<file path="src/rtl/core/sqs_pkg.sv">
package sqs_pkg;

   // default width of the arrival and departure counters that take part in the load grade
   localparam int unsigned COUNT_BITS_DEFAULT = 16;

   localparam int unsigned ID_W     = 8;
   localparam int unsigned SIZE_W   = 16;
   localparam int unsigned CNT_W    = 16;
   localparam int unsigned HEALTH_W = 2;
   localparam int unsigned PRIO_W   = 2;
   localparam int unsigned SCORE_W  = 7;
   localparam int unsigned SUM_W    = 8;

   typedef logic signed [SUM_W-1:0] sum_type;

   typedef struct packed {
      logic [ID_W-1:0]     queue_id;
      logic [SIZE_W-1:0]   backlog;
      logic [CNT_W-1:0]    arrivals;
      logic [CNT_W-1:0]    departures;
      logic [HEALTH_W-1:0] health;
      logic [PRIO_W-1:0]   prio_level;
      logic                last;
   } req_payload_type;

   typedef struct packed {
      logic [ID_W-1:0]    best_queue_id;
      logic [SCORE_W-1:0] best_score;
   } rsp_payload_type;

   // scored candidate handed from the front stage to the running best
   typedef struct packed {
      logic [ID_W-1:0]    queue_id;
      logic [SCORE_W-1:0] score;
      logic               last;
   } cand_type;

   typedef enum logic [1:0] {
      GRADE_LOW,
      GRADE_MED,
      GRADE_HIGH
   } grade_type;

   localparam logic [HEALTH_W-1:0] HEALTH_GOOD     = 2'd0;
   localparam logic [HEALTH_W-1:0] HEALTH_DEGRADED = 2'd1;
   localparam logic [PRIO_W-1:0]   PRIO_HIGH       = 2'd2;

   localparam logic [SIZE_W-1:0] SIZE_LOW_MAX = 16'd2;
   localparam logic [SIZE_W-1:0] SIZE_MED_MAX = 16'd6;

   // score steps in hundredths
   localparam sum_type SCORE_BASE       = 8'sd50;
   localparam sum_type STEP_SIZE_LOW    = 8'sd25;
   localparam sum_type STEP_SIZE_MED    = 8'sd5;
   localparam sum_type STEP_SIZE_HIGH   = -8'sd30;
   localparam sum_type STEP_LOAD_LOW    = 8'sd20;
   localparam sum_type STEP_LOAD_MED    = 8'sd5;
   localparam sum_type STEP_LOAD_HIGH   = -8'sd30;
   localparam sum_type STEP_HEALTH_GOOD = 8'sd20;
   localparam sum_type STEP_HEALTH_DEG  = -8'sd15;
   localparam sum_type STEP_HEALTH_BAD  = -8'sd60;
   localparam sum_type PEN_PRIO_SIZE    = -8'sd10;
   localparam sum_type PEN_PRIO_LOAD    = -8'sd20;
   localparam sum_type PEN_PRIO_HEALTH  = -8'sd20;
   localparam sum_type SCORE_MAX_S      = 8'sd100;

   localparam logic [SCORE_W-1:0] SCORE_MAX = 7'd100;
   localparam logic [SCORE_W-1:0] SCORE_MIN = 7'd0;

endpackage

</file>
<file path="src/rtl/core/sqs_channels.sv">
interface sqs_req_if;
   import sqs_pkg::*;

   logic            valid;
   logic            ready;
   req_payload_type payload;

   modport source (output valid, output payload, input ready);
   modport sink (input valid, input payload, output ready);
endinterface

interface sqs_rsp_if;
   import sqs_pkg::*;

   logic            valid;
   logic            ready;
   rsp_payload_type payload;

   modport source (output valid, output payload, input ready);
   modport sink (input valid, input payload, output ready);
endinterface

</file>
<file path="src/rtl/core/sqs_score.sv">
module sqs_score #(
   parameter int unsigned COUNT_BITS = sqs_pkg::COUNT_BITS_DEFAULT
) (
   input  sqs_pkg::req_payload_type      item,
   output logic [sqs_pkg::SCORE_W-1:0]   score
);
   import sqs_pkg::*;

   localparam int unsigned EFF_W  = (COUNT_BITS < CNT_W) ? COUNT_BITS : CNT_W;
   localparam int unsigned PROD_W = EFF_W + 3;

   logic [EFF_W-1:0]  arr_c;
   logic [EFF_W-1:0]  dep_c;
   logic [PROD_W-1:0] arr_w;
   logic [PROD_W-1:0] dep_w;
   logic [PROD_W-1:0] arr_x5;
   logic [PROD_W-1:0] dep_x4;
   logic [PROD_W-1:0] dep_x6;
   grade_type         size_grade;
   grade_type         load_grade;
   sum_type           acc;

   assign arr_c  = item.arrivals[EFF_W-1:0];
   assign dep_c  = item.departures[EFF_W-1:0];
   assign arr_w  = {3'b000, arr_c};
   assign dep_w  = {3'b000, dep_c};
   assign arr_x5 = (arr_w << 2) + arr_w;
   assign dep_x4 = dep_w << 2;
   assign dep_x6 = (dep_w << 2) + (dep_w << 1);

   always_comb begin
      if (item.backlog <= SIZE_LOW_MAX) begin
         size_grade = GRADE_LOW;
      end else if (item.backlog <= SIZE_MED_MAX) begin
         size_grade = GRADE_MED;
      end else begin
         size_grade = GRADE_HIGH;
      end
   end

   // ratio compare without division, empty departures handled apart
   always_comb begin
      if (dep_c == '0) begin
         load_grade = (arr_c != '0) ? GRADE_HIGH : GRADE_LOW;
      end else if (arr_x5 < dep_x4) begin
         load_grade = GRADE_LOW;
      end else if (arr_x5 <= dep_x6) begin
         load_grade = GRADE_MED;
      end else begin
         load_grade = GRADE_HIGH;
      end
   end

   always_comb begin
      acc = SCORE_BASE;
      case (size_grade)
         GRADE_LOW: acc = acc + STEP_SIZE_LOW;
         GRADE_MED: acc = acc + STEP_SIZE_MED;
         default:   acc = acc + STEP_SIZE_HIGH;
      endcase
      case (load_grade)
         GRADE_LOW: acc = acc + STEP_LOAD_LOW;
         GRADE_MED: acc = acc + STEP_LOAD_MED;
         default:   acc = acc + STEP_LOAD_HIGH;
      endcase
      // unused health code counts as bad
      case (item.health)
         HEALTH_GOOD:     acc = acc + STEP_HEALTH_GOOD;
         HEALTH_DEGRADED: acc = acc + STEP_HEALTH_DEG;
         default:         acc = acc + STEP_HEALTH_BAD;
      endcase
      if (item.prio_level == PRIO_HIGH) begin
         if (size_grade != GRADE_LOW) begin
            acc = acc + PEN_PRIO_SIZE;
         end
         if (load_grade == GRADE_HIGH) begin
            acc = acc + PEN_PRIO_LOAD;
         end
         if (item.health != HEALTH_GOOD) begin
            acc = acc + PEN_PRIO_HEALTH;
         end
      end
   end

   always_comb begin
      if (acc < 0) begin
         score = SCORE_MIN;
      end else if (acc > SCORE_MAX_S) begin
         score = SCORE_MAX;
      end else begin
         score = acc[SCORE_W-1:0];
      end
   end

endmodule

</file>
<file path="src/rtl/core/sqs_best.sv">
module sqs_best (
   input  logic              clock,
   input  logic              reset,
   input  logic              cand_fire,
   input  sqs_pkg::cand_type cand,
   output logic              out_room,
   sqs_rsp_if.source         rsp_chan
);
   import sqs_pkg::*;

   logic               have_ff;
   logic               have_in;
   logic [SCORE_W-1:0] best_score_ff;
   logic [SCORE_W-1:0] best_score_in;
   logic [ID_W-1:0]    best_id_ff;
   logic [ID_W-1:0]    best_id_in;
   logic               rsp_valid_ff;
   logic               rsp_valid_in;
   rsp_payload_type    rsp_payload_ff;
   rsp_payload_type    rsp_payload_in;
   logic               take;
   logic [SCORE_W-1:0] win_score;
   logic [ID_W-1:0]    win_id;

   // strict compare keeps the earlier candidate on a tie
   assign take      = !have_ff || (cand.score > best_score_ff);
   assign win_score = take ? cand.score : best_score_ff;
   assign win_id    = take ? cand.queue_id : best_id_ff;
   assign out_room  = !rsp_valid_ff || rsp_chan.ready;

   always_comb begin
      have_in        = have_ff;
      best_score_in  = best_score_ff;
      best_id_in     = best_id_ff;
      rsp_payload_in = rsp_payload_ff;
      rsp_valid_in   = rsp_valid_ff && !rsp_chan.ready;
      if (cand_fire) begin
         if (cand.last) begin
            have_in                      = 1'b0;
            best_score_in                = '0;
            best_id_in                   = '0;
            rsp_valid_in                 = 1'b1;
            rsp_payload_in.best_queue_id = win_id;
            rsp_payload_in.best_score    = win_score;
         end else begin
            have_in       = 1'b1;
            best_score_in = win_score;
            best_id_in    = win_id;
         end
      end
   end

   always_ff @(posedge clock) begin
      if (reset) begin
         have_ff       <= 1'b0;
         best_score_ff <= '0;
         best_id_ff    <= '0;
         rsp_valid_ff  <= 1'b0;
      end else begin
         have_ff       <= have_in;
         best_score_ff <= best_score_in;
         best_id_ff    <= best_id_in;
         rsp_valid_ff  <= rsp_valid_in;
      end
   end

   always_ff @(posedge clock) begin
      rsp_payload_ff <= rsp_payload_in;
   end

   assign rsp_chan.valid   = rsp_valid_ff;
   assign rsp_chan.payload = rsp_payload_ff;

endmodule

</file>
<file path="src/rtl/core/scored_queue_selector.sv">
// scored_queue_selector: picks the best of a job's candidate queues
//
// req_chan carries one candidate per transaction (id, length, arrival and
// departure counts, health, job priority, last). rsp_chan carries one
// transaction per job, the best id and its score in hundredths, sent when
// the candidate marked last has been taken in.
//
// a candidate accepted into the input register is scored from it and
// folded into the running best as it leaves; for a last candidate the
// result register is loaded as it leaves and then drives rsp_chan.
// throughput: one candidate per cycle unless a last candidate waits for
// the result register; the input register feeds score and compare logic.
//
// reset clears the input stage, the running best and the result valid.
// when the receiver stalls, non-last candidates keep flowing into the
// running best; a last candidate waits in the input register until the
// result register is free, and req_chan.ready stays low while it waits.
module scored_queue_selector #(
   parameter int unsigned COUNT_BITS = sqs_pkg::COUNT_BITS_DEFAULT
) (
   input logic        clock,
   input logic        reset,
   sqs_req_if.sink    req_chan,
   sqs_rsp_if.source  rsp_chan
);
   import sqs_pkg::*;

   // input stage
   logic               s1_valid_ff;
   logic               s1_valid_in;
   req_payload_type    s1_item_ff;
   logic               req_take;
   logic               s1_fire;
   logic               out_room;
   logic [SCORE_W-1:0] s1_score;
   cand_type           cand;

   // a last candidate needs a free result slot, others never wait
   assign s1_fire        = s1_valid_ff && (!s1_item_ff.last || out_room);
   assign req_chan.ready = !s1_valid_ff || s1_fire;
   assign req_take       = req_chan.valid && req_chan.ready;

   always_comb begin
      if (req_take) begin
         s1_valid_in = 1'b1;
      end else if (s1_fire) begin
         s1_valid_in = 1'b0;
      end else begin
         s1_valid_in = s1_valid_ff;
      end
   end

   always_ff @(posedge clock) begin
      if (reset) begin
         s1_valid_ff <= 1'b0;
      end else begin
         s1_valid_ff <= s1_valid_in;
      end
   end

   // payload holds while the stage waits
   always_ff @(posedge clock) begin
      if (req_take) begin
         s1_item_ff <= req_chan.payload;
      end
   end

   // grading and scoring of the registered candidate
   sqs_score #(
      .COUNT_BITS (COUNT_BITS)
   ) u_score (
      .item  (s1_item_ff),
      .score (s1_score)
   );

   assign cand.queue_id = s1_item_ff.queue_id;
   assign cand.score    = s1_score;
   assign cand.last     = s1_item_ff.last;

   // running best and result register
   sqs_best u_best (
      .clock     (clock),
      .reset     (reset),
      .cand_fire (s1_fire),
      .cand      (cand),
      .out_room  (out_room),
      .rsp_chan  (rsp_chan)
   );

endmodule

</file>
<file path="src/flat_wrapper.sv">
// flat-port wrapper written by rule: the top's interface ports become plain ports
module scored_queue_selector_flat import sqs_pkg::*;
#(
   parameter int unsigned COUNT_BITS = sqs_pkg::COUNT_BITS_DEFAULT
)
  (clock, reset, req_chan_valid, req_chan_payload, req_chan_ready, rsp_chan_valid, rsp_chan_payload, rsp_chan_ready);
  sqs_req_if req_chan_i ();
  sqs_rsp_if rsp_chan_i ();
  input logic clock;
  input logic reset;
  input wire logic [$bits(req_chan_i.valid)-1:0] req_chan_valid;
  input wire logic [$bits(req_chan_i.payload)-1:0] req_chan_payload;
  output wire logic [$bits(req_chan_i.ready)-1:0] req_chan_ready;
  output wire logic [$bits(rsp_chan_i.valid)-1:0] rsp_chan_valid;
  output wire logic [$bits(rsp_chan_i.payload)-1:0] rsp_chan_payload;
  input wire logic [$bits(rsp_chan_i.ready)-1:0] rsp_chan_ready;
  assign req_chan_i.valid = req_chan_valid;
  assign req_chan_i.payload = req_chan_payload;
  assign req_chan_ready = req_chan_i.ready;
  assign rsp_chan_valid = rsp_chan_i.valid;
  assign rsp_chan_payload = rsp_chan_i.payload;
  assign rsp_chan_i.ready = rsp_chan_ready;
  scored_queue_selector #(.COUNT_BITS(COUNT_BITS)) u_core (.clock(clock), .reset(reset), .req_chan(req_chan_i), .rsp_chan(rsp_chan_i));
endmodule
</file>
<file path="config.mk">
export PLATFORM = sky130hd
export DESIGN_NAME = scored_queue_selector_flat
export DESIGN_NICKNAME = d
export VERILOG_FILES = /design/src/rtl/core/sqs_pkg.sv /design/src/rtl/core/sqs_channels.sv /design/src/rtl/core/sqs_score.sv /design/src/rtl/core/sqs_best.sv /design/src/rtl/core/scored_queue_selector.sv /design/src/flat_wrapper.sv
export SDC_FILE = /design/constraint.sdc
export NUM_CORES = 1
export LEC_CHECK = 0
export ABC_AREA = 1
export ABC_CLOCK_PERIOD_IN_PS = 7300
export BUFFER_PORTS_ARGS = -buffer_cell sky130_fd_sc_hd__buf_2
export CAP_MARGIN = 30
export CORE_ASPECT_RATIO = 0.7
export CORE_MARGIN = 5
export CORE_UTILIZATION = 55
export CTS_BUF_LIST = sky130_fd_sc_hd__clkbuf_4
export CTS_CLUSTER_DIAMETER = 150
export DETAILED_ROUTE_END_ITERATION = 10
export PLACE_DENSITY = 0.79
export SLEW_MARGIN = 20
export SYNTH_ARGS = -nofsm -noshare
export SYNTH_HDL_FRONTEND = slang
export SYNTH_SLANG_ARGS = --single-unit
</file>
<file path="constraint.sdc">
create_clock -name clock -period 7.3 [get_ports clock]
set_input_delay 0.365 -clock clock [delete_from_list [all_inputs] [get_ports clock]]
set_output_delay 0.365 -clock clock [all_outputs]
set_load 0.01 [all_outputs]
</file>
==> impl_results.md, run 1 <==
* Final number of hold-violating endpoints at 0
* CP Buf/Inv Count at 6
* Crit path top cell by count: nand2_4
* CP max-delay cell: edfxtp_1
* Horiz. Die Dim at 143 um
* Area Growth Syn to Fin at 36.5%
* Final worst path period share at 118%
* Vias in the first global route at 6,567
* Setup Skew at 0.0191 ns
* Seq/Total Area, Yosys at 39.0%
* Overflow after GRT at 0
* Max Cap Viol at 0
* Clk root buf: clkbuf_4
* Core footprint at 11,900 um2
* Clk buf depth at 2
* Syn_nets at 962
* Placed insts at 1,130
* Post-DP HPWL at 12,800 um
* Top-area cell type share of the netlist area at 33.7%
* Worst skew pair latency at 0.47 ns
* Reg clk slew, reported paths at 0.17 ns
* Hold WS at 0.0487 ns
* Failing checks: negative setup slack
* Die area at 14,700 um2
* # clock sinks at 94
* Layout cells sized above 1 at 38.3%
* Via count at 6,934
* Cells after Synth at 811
* First-pass detailed-route iteration total at 6
* Post-Syn Area at 6770 um2
* Leak at 0.00454 uW
* Setup ws final at -1.34 ns
* Nets at 1,191
* Crit path kind: register to register
* CP Capture Type: register
* Avg Cell Area, Syn at 8.35 um2
* Gpl congestion at 0.946
* CP max FO at 6
* Synth top cells by count: nand2_1, inv_1, ha_1, edfxtp_1, a21oi_1
* Slew headroom at 41.2%
* Via density at 5.77
* Most frequent cell after synthesis: nand2_1
* Yosys top cell by area: edfxtp_1
* Ys flop type: edfxtp_1
* Outcome: complete, but fails checks
* GRT Util Overall at 27.7%
* Unrepaired setup endpoints after global routing: true
* Largest stage delay, worst path at 0.49 ns
* Req. time, crit path at 7.55 ns
* ANT nets after route at 0
* P per Cell Area at 303 nW/um2
* Initial DRC count at 760
* Area contributors post-synth: edfxtp_1, ha_1, nand2_1
* HP Class: primary input to register
* Fmax at 0.116 GHz
* Die height at 103 um
* CP startpoint kind: register
* Row cnt at 33
* Initial antenna violation count at 1
* Dpl ws at -0.559 ns
* Fill count at 698
* Ports at 82
* Largest delay share family, worst path: compound AO/OA/AOI/OAI gates
* VDD IR-drop max at 0.000182 V
* Port bufs at 81
* Fin crit period at 8.64 ns
* Cts bufs inserted at 9
* Post-Layout Cell Count at 1,202
* Async set or reset register ratio after synthesis at 0%
* Worst-Margin Slew at 0.878 ns
* First-pass GRT wire length at 32,200 um
* Warnings, synthesis at 0
* Routed WL at 21,900 um
* Flop-to-flop setup slack at -1.34 ns
* CTS tree: yes
* FF+latch count, synth at 94
* H-tree level count at 3
* Slew Limit Fails at 0
* Remaining DRCs at 0
* WP data arrival at 8.90 ns
* Cell variety after synth at 49
* Number of synthesized flops with an enable pin at 76
* Final core utilization at 77.8%
* Avg WL per Cell at 18.2 um
* Starting Density at 57.0%
* Ant. Diodes at 0
* Setup violators final at 30
* Largest net degree at the start of global routing at 54
[registers in the layout, summed over array words and instances, names as in the netlist]
signal and flops:
u_core.s1_item_ff 52, u_core.u_best.rsp_chan.payload 15, u_core.cand 9, u_core.u_best.best_id_ff 8, u_core.u_best.best_score_ff 7, u_core.s1_valid_ff 1
u_core.u_best.have_ff 1, u_core.u_best.rsp_chan.valid 1
[worst paths after layout]
| path | startpoint | to | cells past startpoint |
|---|---|---|---|
| hold / removal | req_chan_payload[31] | u_core.s1_item_ff[31] | 1 |
| setup reg to reg | u_core.s1_item_ff[7] | u_core.u_best.rsp_chan.payload[2] | 56 |
| hold reg to reg | u_core.u_best.best_score_ff[4] | u_core.u_best.best_score_ff[4] | 2 |
| setup / recovery | u_core.s1_item_ff[7] | u_core.u_best.rsp_chan.payload[2] | 56 |
[logic make-up after synthesis]
family          Yosys count  share of synthesized area [%]
simple gates            362                           23.8
buf+inv                 122                           6.85
compound gates          115                           10.1
flops                    94                           39.0
fa+ha+maj                86                           16.1
xor+xnor                 32                           4.14
[repair_timing]
action / 4_1_cts / 5_1_grt
endpoints found under the setup margin: 30 / 30
hold buffers: 0 / 1
buffers inserted: 43 / 9
pin swaps: 82 / 50
cloned: 3 / 0
resized for setup: 110 / 47
endpoints found under the hold margin: 0 / 1
[placed cells by master, fill, tap and decap left out, types with 3 or more instances in the layout]
| cell | count |
|---|---|
| a21boi_2 | 3 |
| a21oi_1 | 50 |
| a21oi_2 | 14 |
| a31oi_1 | 3 |
| buf_2 | 81 |
| buf_4 | 131 |
| buf_6 | 9 |
| clkbuf_4 | 9 |
| dfxtp_1 | 18 |
| edfxtp_1 | 76 |
| ha_1 | 73 |
| ha_4 | 11 |
| inv_1 | 99 |
| inv_2 | 12 |
| inv_8 | 3 |
| nand2_1 | 172 |
| nand2_2 | 48 |
| nand2_4 | 17 |
| nand3_1 | 32 |
| nand3_2 | 16 |
| nand4_1 | 10 |
| nor2_1 | 35 |
| nor2_2 | 9 |
| nor2_4 | 5 |
| nor4_1 | 5 |
| o211ai_1 | 6 |
| o21ai_0 | 9 |
| o21ai_1 | 4 |
| o21bai_1 | 6 |
| xnor2_1 | 6 |
| xor2_1 | 25 |
[per-stage QoR]
step	power (uW)	instance area, um2	TNS [ns]
after floorplan	1470	6830	0
after CTS	2460	8970	-7.20
after global routing	2960	9250	-48.69
after detailed placement	1850	8060	-13.92
after global placement	1820	8050	-8.18
final	2800	9250	-38.35
[worst reg2reg max path, delay by kind of cell (launching register included)]
kind                       cells  cell delay, ns
AOI/OAI and AO/OA             17            2.95
xor gates and xnor gates       1            0.14
and+or+nand+nor               26            2.64
buffers and inverters          6            0.64
adders and majority gates      6            1.58
DFF                            1            0.49
[report_power, final]
group          internal, uW  switching, uW  total [uW]
clock                  82.2            209         291
sequential              628           21.6         650
combinational           813           1050        1860
[metal layers]
| metal | up-vias | share of wire (%) | track usage, % |
|---|---|---|---|
| li1 | 3175 | - | - |
| met1 | 3174 | 40 | 37.8 |
| met2 | 463 | 44 | 43.6 |
| met3 | 120 | 11 | 6.44 |
| met4 | 2 | 4.6 | 10.2 |
| met5 | - | 0.037 | 0 |
[layout make-up]
class	instances	area (um2)	share of cell area, %
Clock buffer	9	67.6	0.731
Clock inverter	7	80.1	0.866
Inverter	114	440	4.76
Multi-Input combinational cell	595	4260	46.1
Sequential cell	94	2640	28.6
Tap cell	157	196	2.12
Timing Repair Buffer	225	1560	16.8
Timing Repair inverter	1	6.26	0.0676
(Power assumes the default switching activity.)
==> run 2, diff against run 1 <==
CORE_UTILIZATION = 33   (was 55)
PLACE_DENSITY = unset   (was 0.79)
==> run 2 against run 1 <==
The flow still finishes with violations (negative setup slack); hold slack got worse by 0.0085 ns; largest power group unchanged; routed wire length shrank 15%; clock power grew 2%; critical endpoint is now u_core.u_best.rsp_chan.payload[0]; largest cell class unchanged; flip-flop and latch count stayed put.
==> impl_results.md, run 2 (synthesis gave the netlist of run 1 again) <==
* ANT nets after route at 0
* Port bufs at 81
* Reg clk slew, reported paths at 0.17 ns
* Setup Skew at 0.0309 ns
* Commonest non-fill, non-tap cells in the layout: nand2_1, buf_4, inv_1, buf_2, edfxtp_1
* Max FFs per register at 52
* Commonest non-fill, non-tap cell in the layout: nand2_1
* Unrepaired setup endpoints after global routing: true
* Clk root buf: clkbuf_4
* Via count at 6,335
* Starting Density at 33.8%
* CP Capture Type: register
* Die height at 130 um
* Outcome: complete, but fails checks
* GRT Max-Usage Layer: met2
* Post-route setup TNS at -21.19 ns
* Worst skew pair latency at 0.51 ns
* Leak at 0.00478 uW
* Most flops, register: u_core.s1_item_ff
* Fin crit period at 8.07 ns
* # clock sinks at 94
* Fmax at 0.124 GHz
* Vias in the first global route at 5,864
* Via density at 4.62
* Crit path kind: register to register
* Largest delay share family, worst path: buffers and inverters
* Register area at 2640 um2
* Largest net degree at the start of global routing at 46
* P per Cell Area at 277 nW/um2
* CP max FO at 5
* Core footprint at 20,000 um2
* Failing checks: negative setup slack
* Layout cells sized above 1 at 40.4%
* Initial DRC count at 364
* First-pass GRT wire length at 28,500 um
* Max Cap Viol at 0
* Final worst path period share at 111%
* Avg WL per Cell at 13.6 um
* WP data arrival at 8.33 ns
* Met1 track demand over resource at 22.1%
* Clk buf depth at 2
* HP Class: primary input to register
* Setup ws final at -0.768 ns
* Gpl congestion at 0.828
* Routed WL at 18,600 um
* Horiz. Die Dim at 181 um
* CTS tree: yes
* Overflow after GRT at 0
* Global routing usage on met2 at 22.3%
* Largest stage delay, worst path at 0.49 ns
* Dpl ws at -0.784 ns
* First-pass detailed-route iteration total at 5
* CP max-delay cell: edfxtp_1
* Multi-input gate area at 4400 um2
* VDD IR-drop max at 0.000137 V
* Initial antenna violation count at 1
* CP startpoint kind: register
* Die area at 23,500 um2
* Row cnt at 43
* Cts bufs inserted at 9
* Remaining DRCs at 0
* Req. time, crit path at 7.57 ns
* CP Buf/Inv Count at 22
* Crit path top cell by count: buf_4
* H-tree level count at 3
* Met3 Use GR at 2.95%
* Fill count at 1,833
* Ports at 82
* Setup violators final at 30
* Worst-Margin Slew at 0.937 ns
* Area Growth Syn to Fin at 48.6%
* Slew Limit Fails at 0
* Slew headroom at 37.3%
* Post-DP HPWL at 13,100 um
* Final number of hold-violating endpoints at 0
* Nets at 1,247
* GRT Util Overall at 14.9%
-- run 2: worst reg2reg max path, delay by kind of cell (launching register included) --
family                   cells  cell delay (ns)
AO/OA/AOI/OAI               10             1.49
XOR/XNOR                     1             0.12
adder cells (fa/ha/maj)      6             1.31
buffers and inverters       22             2.51
flip-flops                   1             0.49
AND/OR/NAND/NOR             19             1.96
-- run 2: final cells by class --
type | instances | share of cell area, %
clock inverters | 7 | 0.771
clock buffers | 9 | 0.671
well taps | 270 | 3.36
multi-input cells | 595 | 43.7
inverters | 114 | 4.35
diodes | 1 | 0.0249
repair buffers | 282 | 20.8
flip-flops and latches | 94 | 26.2
-- run 2: timing repair --
action,CTS,global route
endpoints found under the setup margin,30,30
gates resized for setup,43,153
endpoints found under the hold margin,46,4
cloned,0,1
setup buffers,39,12
hold buffers,46,4
pin swaps,68,107
-- run 2: power by group --
part	total (uW)	switching (uW)	internal, uW
registers	648	20.1	628
logic	1850	968	878
clock network	298	216	81.7
-- run 2: metal layers --
| layer | vias up | share of wire [%] |
|---|---|---|
| met3 | 24 | 4.9 |
| met1 | 2886 | 50 |
| met5 | - | 0 |
| met4 | 0 | 1.6 |
| met2 | 135 | 43 |
| li1 | 3290 | - |
-- run 2: final timing paths --
| kind | from | to | slack [ns] | cells after the start |
|---|---|---|---|---|
| setup / recovery | u_core.s1_item_ff[7] | u_core.u_best.rsp_chan.payload[0] | -0.77 | 58 |
| hold / removal | req_chan_payload[20] | u_core.s1_item_ff[20] | 0.04 | 1 |
| setup reg to reg | u_core.s1_item_ff[7] | u_core.u_best.rsp_chan.payload[0] | -0.77 | 58 |
| hold reg to reg | u_core.u_best.best_id_ff[7] | u_core.u_best.best_id_ff[7] | 0.47 | 2 |
-- run 2: through the flow --
step	cells	hold WS [ns]	instance area, um2	utilization [%]	total power, uW
6_report	1372	0.0402	10100	50.3	2790
5_1_grt	1372	0.00159	10100	50.3	3010
4_1_cts	1355	0.00612	9340	46.7	2390
3_5_place_dp	1254	0.456	8280	41.4	1880
3_3_place_gp	1253	0.452	8270	41.3	1850
2_1_floorplan	811	0.445	6830	-	1470
